### config.mk
export PLATFORM = sky130hd
export DESIGN_NAME = scalar_kalman_angle_filter
export DESIGN_NICKNAME = d
export VERILOG_FILES = /design/src/rtl/skaf_pkg.sv /design/src/rtl/scalar_kalman_angle_filter.sv
export SDC_FILE = /design/constraint.sdc
export NUM_CORES = 2
export LEC_CHECK = 0
export ABC_AREA = 1
export CORE_MARGIN = 2
export CORE_UTILIZATION = 60
export DETAILED_ROUTE_END_ITERATION = 8
export DONT_BUFFER_PORTS = 1
export GPL_TIMING_DRIVEN = 0
export PLACE_DENSITY = 0.79
export SLEW_MARGIN = 5
export SYNTH_ARGS = -nofsm -noshare
export SYNTH_HDL_FRONTEND = slang
export SYNTH_SLANG_ARGS = --single-unit
### constraint.sdc
create_clock -name i_clk -period 6.45 [get_ports i_clk]
set_input_delay 0.645 -clock i_clk [delete_from_list [all_inputs] [get_ports i_clk]]
set_output_delay 0.645 -clock i_clk [all_outputs]
set_load 0.03 [all_outputs]
### src/rtl/skaf_pkg.sv
`timescale 1ns / 1ps
// ----------------------------------------------------------------------------
// skaf_pkg
// Register map, widths and reset values of the scalar angle filter.
// ----------------------------------------------------------------------------
package skaf_pkg;

    localparam int ADDR_W = 4;
    localparam int DATA_W = 32;

    typedef enum logic [1:0] {
        REG_STEP_TIME     = 2'd0,
        REG_PROCESS_NOISE = 2'd1,
        REG_MEAS_NOISE    = 2'd2
    } t_reg_idx;

    localparam logic [15:0] STEP_TIME_RST     = 16'd655;
    localparam logic [31:0] PROCESS_NOISE_RST = 32'd0;
    localparam logic [31:0] MEAS_NOISE_RST    = 32'd65536;

    localparam logic req_restart = 1'b1;

endpackage

### src/rtl/scalar_kalman_angle_filter.sv
`timescale 1ns / 1ps
// ----------------------------------------------------------------------------
// scalar_kalman_angle_filter
// One-dimensional angle filter fusing a measured angle with an angular rate.
// ----------------------------------------------------------------------------
// An update item predicts x += w*dt and p += q, forms the gain k = p/(p+r)
// with a restoring divider (one quotient bit per cycle, FRAC_BITS+1 quotient bits),
// then corrects x by k*(e-x) and sets p to (1-k)*p; a restart item clears x
// and p. All products run through one shared registered multiplier under a
// small sequencer. A restart item goes from idle straight to the output
// state; an update item passes through the prediction, divider and
// correction states. o_ready is high only while the block is idle, and
// the result stays on the output ports until it is taken. Configuration
// goes through the APB port at byte addresses 0, 4 and 8.
// ----------------------------------------------------------------------------
module scalar_kalman_angle_filter
    import skaf_pkg::*;
#(
    parameter int FRAC_BITS = 16
) (
    input  logic                i_clk,
    input  logic                i_rst_n,

    input  logic                psel,
    input  logic                penable,
    input  logic                pwrite,
    input  logic [ADDR_W-1:0]   paddr,
    input  logic [DATA_W-1:0]   pwdata,
    output logic [DATA_W-1:0]   prdata,
    output logic                pready,

    input  logic                i_valid,
    output logic                o_ready,
    input  logic                i_req_type,
    input  logic signed [31:0]  i_measured_angle,
    input  logic signed [31:0]  i_angular_rate,

    output logic                o_valid,
    input  logic                i_ready,
    output logic signed [31:0]  o_angle_estimate,
    output logic [31:0]         o_error_variance
);

    localparam int QB = FRAC_BITS + 1;
    localparam int NW = FRAC_BITS + 33;
    localparam int MA = 34;
    localparam int MB = (FRAC_BITS + 2 > 17) ? FRAC_BITS + 2 : 17;
    localparam int PW = MA + MB;
    localparam int SW = PW + 2;
    localparam int CW = $clog2(QB);
    localparam logic [QB-1:0] K_ONE = {1'b1, {FRAC_BITS{1'b0}}};
    localparam logic signed [PW:0] RND_HALF =
        {{(PW + 1 - FRAC_BITS){1'b0}}, 1'b1, {(FRAC_BITS - 1){1'b0}}};

    typedef enum logic [3:0] {
        S_IDLE, S_PRED, S_SUM, S_DINIT, S_DIV, S_MULK, S_XUPD, S_PUPD, S_OUT
    } t_state;

    t_state                 r_state, n_state;

    logic [15:0]            r_dt;
    logic [31:0]            r_q_noise;
    logic [31:0]            r_r_noise;

    logic signed [31:0]     r_est;
    logic [31:0]            r_var;

    logic signed [31:0]     r_e;
    logic signed [31:0]     r_w;
    logic signed [31:0]     r_x;
    logic [31:0]            r_p;
    logic [32:0]            r_s;
    logic signed [32:0]     r_diff;
    logic [32:0]            r_rem;
    logic [QB-1:0]          r_nlo;
    logic [QB-1:0]          r_quo;
    logic [CW-1:0]          r_cnt;
    logic [QB-1:0]          r_kc;
    logic signed [PW-1:0]   r_prod;

    logic                   w_cfg_wr;
    logic [1:0]             w_cfg_idx;
    logic                   w_in_acc;

    logic signed [MA-1:0]   w_mul_a;
    logic signed [MB-1:0]   w_mul_b;
    logic signed [PW:0]     w_rnd_sum;
    logic signed [PW:0]     w_rnd;
    logic signed [SW-1:0]   w_x_sum;
    logic signed [31:0]     w_x_base;

    logic [32:0]            w_pq_sum;
    logic [NW-1:0]          w_num;
    logic [33:0]            w_trial;
    logic [33:0]            w_trial_sub;
    logic                   w_ge;
    logic [QB-1:0]          w_k;

    function automatic logic signed [31:0] sat_s32(input logic signed [SW-1:0] v);
        if (&v[SW-1:31] || ~|v[SW-1:31]) begin
            return v[31:0];
        end
        return v[SW-1] ? 32'sh8000_0000 : 32'sh7fff_ffff;
    endfunction

    // configuration port
    assign pready    = 1'b1;
    assign w_cfg_idx = paddr[3:2];
    assign w_cfg_wr  = psel & penable & pwrite;

    always_comb begin
        unique case (w_cfg_idx)
            REG_STEP_TIME:     prdata = {16'd0, r_dt};
            REG_PROCESS_NOISE: prdata = r_q_noise;
            REG_MEAS_NOISE:    prdata = r_r_noise;
            default:           prdata = '0;
        endcase
    end

    assign o_ready  = (r_state == S_IDLE);
    assign o_valid  = (r_state == S_OUT);
    assign w_in_acc = i_valid & o_ready;
    assign o_angle_estimate = r_est;
    assign o_error_variance = r_var;

    // shared multiplier operands
    always_comb begin
        case (r_state)
            S_PRED: begin
                w_mul_a = {{(MA - 32){r_w[31]}}, r_w};
                w_mul_b = {{(MB - 16){1'b0}}, r_dt};
            end
            S_MULK: begin
                w_mul_a = {{(MA - 33){r_diff[32]}}, r_diff};
                w_mul_b = {{(MB - QB){1'b0}}, w_k};
            end
            S_XUPD: begin
                w_mul_a = {{(MA - 32){1'b0}}, r_p};
                w_mul_b = {{(MB - QB){1'b0}}, r_kc};
            end
            default: begin
                w_mul_a = '0;
                w_mul_b = '0;
            end
        endcase
    end

    // round to nearest, ties up, then add to the estimate
    assign w_rnd_sum = $signed({r_prod[PW-1], r_prod}) + RND_HALF;
    assign w_rnd     = w_rnd_sum >>> FRAC_BITS;
    assign w_x_base  = (r_state == S_SUM) ? r_est : r_x;
    assign w_x_sum   = $signed({w_rnd[PW], w_rnd})
                     + $signed({{(SW - 32){w_x_base[31]}}, w_x_base});

    assign w_pq_sum  = {1'b0, r_var} + {1'b0, r_q_noise};
    assign w_num     = {1'b0, r_p, {FRAC_BITS{1'b0}}} + {{(FRAC_BITS + 1){1'b0}}, r_s[32:1]};

    // restoring divider step
    assign w_trial     = {r_rem, r_nlo[QB-1]};
    assign w_trial_sub = w_trial - {1'b0, r_s};
    assign w_ge        = (w_trial >= {1'b0, r_s});
    assign w_k         = (r_s == '0) ? '0 : r_quo;

    always_comb begin
        n_state = r_state;
        unique case (r_state)
            S_IDLE: begin
                if (w_in_acc) begin
                    n_state = (i_req_type == req_restart) ? S_OUT : S_PRED;
                end
            end
            S_PRED:  n_state = S_SUM;
            S_SUM:   n_state = S_DINIT;
            S_DINIT: n_state = S_DIV;
            S_DIV: begin
                if (r_cnt == '0) begin
                    n_state = S_MULK;
                end
            end
            S_MULK:  n_state = S_XUPD;
            S_XUPD:  n_state = S_PUPD;
            S_PUPD:  n_state = S_OUT;
            S_OUT: begin
                if (i_ready) begin
                    n_state = S_IDLE;
                end
            end
            default: n_state = S_IDLE;
        endcase
    end

    always_ff @(posedge i_clk) begin
        if (!i_rst_n) begin
            r_state   <= S_IDLE;
            r_dt      <= STEP_TIME_RST;
            r_q_noise <= PROCESS_NOISE_RST;
            r_r_noise <= MEAS_NOISE_RST;
            r_est     <= '0;
            r_var     <= '0;
        end else begin
            r_state <= n_state;
            if (w_cfg_wr) begin
                unique case (w_cfg_idx)
                    REG_STEP_TIME:     r_dt      <= pwdata[15:0];
                    REG_PROCESS_NOISE: r_q_noise <= pwdata;
                    REG_MEAS_NOISE:    r_r_noise <= pwdata;
                    default: ;
                endcase
            end
            if (w_in_acc && i_req_type == req_restart) begin
                r_est <= '0;
                r_var <= '0;
            end
            if (r_state == S_XUPD) begin
                r_est <= sat_s32(w_x_sum);
            end
            if (r_state == S_PUPD) begin
                r_var <= w_rnd[31:0];
            end
        end
    end

    // datapath registers
    always_ff @(posedge i_clk) begin
        r_prod <= w_mul_a * w_mul_b;
        unique case (r_state)
            S_IDLE: begin
                r_e <= i_measured_angle;
                r_w <= i_angular_rate;
            end
            S_PRED: begin
                r_p <= w_pq_sum[32] ? 32'hffff_ffff : w_pq_sum[31:0];
            end
            S_SUM: begin
                r_x <= sat_s32(w_x_sum);
                r_s <= {1'b0, r_p} + {1'b0, r_r_noise};
            end
            S_DINIT: begin
                r_diff <= {r_e[31], r_e} - {r_x[31], r_x};
                r_rem  <= {1'b0, w_num[NW-1:QB]};
                r_nlo  <= w_num[QB-1:0];
                r_cnt  <= CW'(QB - 1);
            end
            S_DIV: begin
                r_rem <= w_ge ? w_trial_sub[32:0] : w_trial[32:0];
                r_nlo <= {r_nlo[QB-2:0], 1'b0};
                r_quo <= {r_quo[QB-2:0], w_ge};
                r_cnt <= r_cnt - 1'b1;
            end
            S_MULK: begin
                r_kc <= K_ONE - w_k;
            end
            default: ;
        endcase
    end

    a_no_dual_handshake: assert property (@(posedge i_clk) disable iff (!i_rst_n)
        !(o_valid && o_ready))
        else $error("ready and result valid high together");

    a_restart_clears: assert property (@(posedge i_clk) disable iff (!i_rst_n)
        (w_in_acc && i_req_type == req_restart) |=>
        (o_valid && o_angle_estimate == 32'sd0 && o_error_variance == 32'd0))
        else $error("restart item did not clear the state");

    a_gain_bounded: assert property (@(posedge i_clk) disable iff (!i_rst_n)
        (r_state == S_MULK) |-> (w_k <= K_ONE))
        else $error("gain above one");

    a_variance_shrinks: assert property (@(posedge i_clk) disable iff (!i_rst_n)
        (r_state == S_PUPD) |=> (r_var <= $past(r_p)))
        else $error("corrected variance above predicted variance");

endmodule
==> flow_summary_export.csv <==
group,metric,value,unit
cts,ctsHtreeMaxLevel,2,
power_and_ir_drop,net_switching_power,3.24,mW
global_route,grt.met1_usage,54.9,%
logic_synthesis,postSynth.asyncResetShare,0,%
cts,clock_latency,0.62,ns
timing,setup_ws_final,-1.18,ns
cts,clock-sinks,468,
logic_synthesis,synth_compound_area_share,10.7,%
global_route,first_global_vias,43456,
floorplanning,floorplan.die.height,289,µm
timing,setup_violations,37,
floorplanning,floorplan.initialDensity,60.6,%
setup_path,cp_data_arrival_time,8.15,ns
setup_path,timing.critical_path.slowest_cell_delay,0.61,ns
logic_synthesis,synth_top_flop_cell,"sky130_fd_sc_hd__edfxtp_1",
drt,drt_wl_total,180,mm
setup_path,crit_path_end_kind,"register",
logic_synthesis,synth_fp_nets,7121,
logic_synthesis,postSynthRegisterBits,468,
global_route,grt_start_max_net_pins,47,
setup_path,critPathSlowestCell,"sky130_fd_sc_hd__fa_1",
global_route,busiest_layer,"met2",
timing,final.period_utilization,118,%
finish,fillerInstances,6274,
outcome,run_status,"finished, violations left",
finish,syn_to_final_growth,14.9,%
worst_hold_path,hold-path-endpoint,"r_e[14]",
floorplanning,core.rowCount,104,
logic_synthesis,yosys_warnings,0,
logic_synthesis,synth-xor-area-share,4.11,%
drt,vias_per_cell,5.97,
setup_path,launch_point_of_the_worst_reg_to_reg_path,"r_s[14]",
place,port_buffers,0,
outcome,violations,"negative setup slack",
logic_synthesis,yosys.area.top_type_share,22.3,%
finish,finalInstanceArea,0.0561,mm²
logic_synthesis,synth.area.mux_share,0,%
power_and_ir_drop,power.density,163,mW/mm²
power_and_ir_drop,seq_power_share,39.8,%
place,cell_area_reported_after_detailed_placement,0.0504,mm²
logic_synthesis,netlist-cell-type-count,60,
power_and_ir_drop,ir_drop,0.227,mV
global_route,grt_first_pass_wirelength,259,mm
cts,tritoncts,"built",
finish,layout.cells.non_filler,7509,
power_and_ir_drop,comb_power_share,28.6,%
logic_synthesis,postSynthCellCount,6166,
cts,clk_pin_slew,0.07,ns
timing,timing_max_transition_violations_final,0,
cts,cts_hold_buf,0,
worst_hold_path,worst_hold_startpoint,"i_measured_angle[14]",
setup_path,critPathMaxFanout,10,
timing,final.setup.tns,-30.92,ns
floorplanning,die_x,289,µm
logic_synthesis,synth_top_cells_by_area,"sky130_fd_sc_hd__fa_1 22%, sky130_fd_sc_hd__edfxtp_1 17%, sky130_fd_sc_hd__nand2_1 9.6%",
timing,rsz0062_at_grt,"yes",
timing,skew,0.0342,ns
setup_path,critical-path-top-delay-family,"adder cells",
global_route,antenna_violations_before_repair,10,
place,dp_worst_setup_slack,-2.41,ns
setup_path,setup.reg_to_reg.worst_slack,-1.18,ns
power_and_ir_drop,power.share.switching,35.4,%
setup_path,worst_path_most_repeated_cell,"sky130_fd_sc_hd__fa_1",
logic_synthesis,synth-seq-area-share,25.0,%
drt,vias,44826,
place,gp_congestion,1.05,
drt,avgRoutedWirePerCell,24.0,µm
finish,layout_commonest_cell,"sky130_fd_sc_hd__nand2_1",
global_route,grt_use_total,41.8,%
setup_path,cp.required,6.97,ns
drt,drt-pass1-iter-count,9,
finish,fraction_of_final_layout_cells_sized_beyond_drive_strength_1,13.1,%
drt,drt_drc_violations_left,0,
setup_path,crit_type,"register to register",
cts,clock_path_buffers,3,
global_route,use_met2,61.6,%
logic_synthesis,synth_simple_gate_area_share,19.4,%
logic_synthesis,synth_adder_area_share,30.1,%
logic_synthesis,syn-mean-instance-area,7.92,µm²
global_route,overflow,0,
timing,final-hold-violation-count,0,
timing,whs,0.116,ns
setup_path,critical_path_buf_inv_count,7,
floorplanning,floorplan.die_area,0.0837,mm²
logic_synthesis,synth_area,0.0488,mm²
worst_hold_path,hold_path_depth,0,
timing,fmax,131,MHz
power_and_ir_drop,leakagePower,26.4,nW
worst_hold_path,timing.hold.worst.class,"input port to register",
drt,ant_nets,0,
setup_path,reg2reg_to,"r_prod[49]",
timing,worst_slew_margin_rel,4.54,%
timing,period_needed,7.63,ns
cts,cts_buffers,47,
setup_path,worst-r2r-cell-count,29,
power_and_ir_drop,intPower,5.93,mW
finish,number_of_nets_in_the_layout,7360,
place,placed_cells_incl_taps,7230,
finish,final_cell_mix,"1,187 x sky130_fd_sc_hd__nand2_1, 1,108 x sky130_fd_sc_hd__inv_1, 673 x sky130_fd_sc_hd__nor2_1, 517 x sky130_fd_sc_hd__fa_1, 326 x sky130_fd_sc_hd__a21oi_1",
cts,clk_root_buffer_cell,"sky130_fd_sc_hd__clkbuf_16",
logic_synthesis,synth_top_family_by_area,"adder cells",
place,dp_hpwl,140,mm
setup_path,setup.worst_path.start_class,"register",
power_and_ir_drop,power.share.clock,31.6,%
flow_run,maxCapViolCount,0,
floorplanning,io-pin-count,207,
timing,worst-slew-pin-transition,1.42,ns
global_route,global_route.usage.met3,12.0,%
floorplanning,core_region_area,0.0805,mm²
logic_synthesis,synth-edff-count,283,
drt,dr.first_iter.drc_count,5377,
logic_synthesis,synth_area_leader_cell,"sky130_fd_sc_hd__fa_1",
layer usage:
layer | wire length [µm] | up-vias
li1 | - | 19832
met1 | 67200 | 21356
met2 | 75900 | 2828
met3 | 23400 | 806
met4 | 14000 | 4
met5 | 62 | -
power by group through the flow:
| stage | Sequential, mW | Combinational (mW) | Clock [mW] |
|---|---|---|---|
| finish | 3.65 | 2.62 | 2.90 |
| global route | 3.64 | 2.81 | 3.01 |
| CTS | 3.62 | 2.43 | 2.89 |
| detailed placement | 3.68 | 2.28 | 0 |
| global placement | 3.71 | 2.23 | 0 |
| floorplan | 3.57 | 1.58 | 0 |
cell type report:
type / count / area [µm²] / share of cell area (%)
multi-input cells: 4324 / 33300 / 59.3
flip-flops and latches: 468 / 12200 / 21.7
inverters: 1209 / 4650 / 8.28
repair buffers: 193 / 1870 / 3.33
well taps: 1060 / 1330 / 2.36
clock buffers: 63 / 1320 / 2.35
plain buffers: 162 / 1210 / 2.15
clock inverters: 24 / 270 / 0.482
diodes: 6 / 15.0 / 0.0268
kinds of logic after synthesis:
logic type      count (synthesis)
compound gates                914
xor+xnor                      229
fa+ha+maj                     847
buf+inv                      1374
flops                         468
other cells                     1
simple gates                 2333
worst reg2reg max path: cells and delay by family (launching register included):
family | cells | cell delay (ns)
flip-flops | 1 | 0.43
AND/OR/NAND/NOR | 8 | 1.54
AO/OA/AOI/OAI | 6 | 1.07
XOR/XNOR | 1 | 0.18
buffers and inverters | 7 | 1.06
adder cells (fa/ha/maj) | 7 | 3.25
state kept, by name, summed over array words and instances, names as in the netlist:
name              cells
o_angle_estimate     32
o_error_variance     32
r_cnt                 5
r_diff               33
r_dt                 16
r_e                  32
r_kc                 17
r_nlo                17
r_p                  32
r_prod               37
r_q_noise            32
r_quo                17
r_r_noise            32
r_rem                33
r_s                  33
r_state               4
r_w                  32
r_x                  32
synth_stat cells, drive strengths merged, types with 2 or more instances:
cell type	count
o2111ai	7
fa	544
or2	8
a31oi	56
clkinv	13
o221ai	6
o211ai	12
a311oi	2
nand4	37
o21ai	312
a21boi	13
and2	2
clkbuf	104
nand2	1313
dfxtp	185
a211oi	8
ha	303
o22ai	2
nor4	14
a32o	10
xor2	150
a22o	39
inv	1196
nor2	736
buf	61
a21oi	381
and3	2
a21o	18
edfxtp	283
a221oi	2
o31ai	2
o21a	24
nor3	65
xnor2	79
nand3	147
nand3b	7
o21bai	15
worst max-delay path by stage:
| stage | startpoint | to | slack (ns) | depth (start not counted) |
|---|---|---|---|---|
| 2_1_floorplan | r_s[14] | r_prod[44] | -0.02 | 33 |
| 3_3_place_gp | r_s[12] | r_prod[46] | -2.28 | 28 |
| 3_5_place_dp | r_s[12] | r_prod[46] | -2.41 | 28 |
| 4_1_cts | r_s[12] | r_prod[44] | -0.78 | 32 |
| 5_1_grt | r_s[14] | r_prod[44] | -1.25 | 33 |
| 6_report | r_s[14] | r_prod[49] | -1.18 | 29 |
repair_timing:
action,4_1_cts,5_1_grt
buffers inserted,87,98
gates resized for setup,451,281
pin swaps,89,169
endpoints found under the hold margin,0,0
setup endpoints to repair,37,37
cloned,4,2
per-stage QoR:
step                      power (mW)  utilization, %
final                           9.17            69.7
after global routing            9.46            69.7
after CTS                       8.94            67.6
after detailed placement        5.96            62.5
after global placement          5.93            62.4
after floorplan                 5.15               -
No activity file was read; power rests on OpenSTA's default activity.
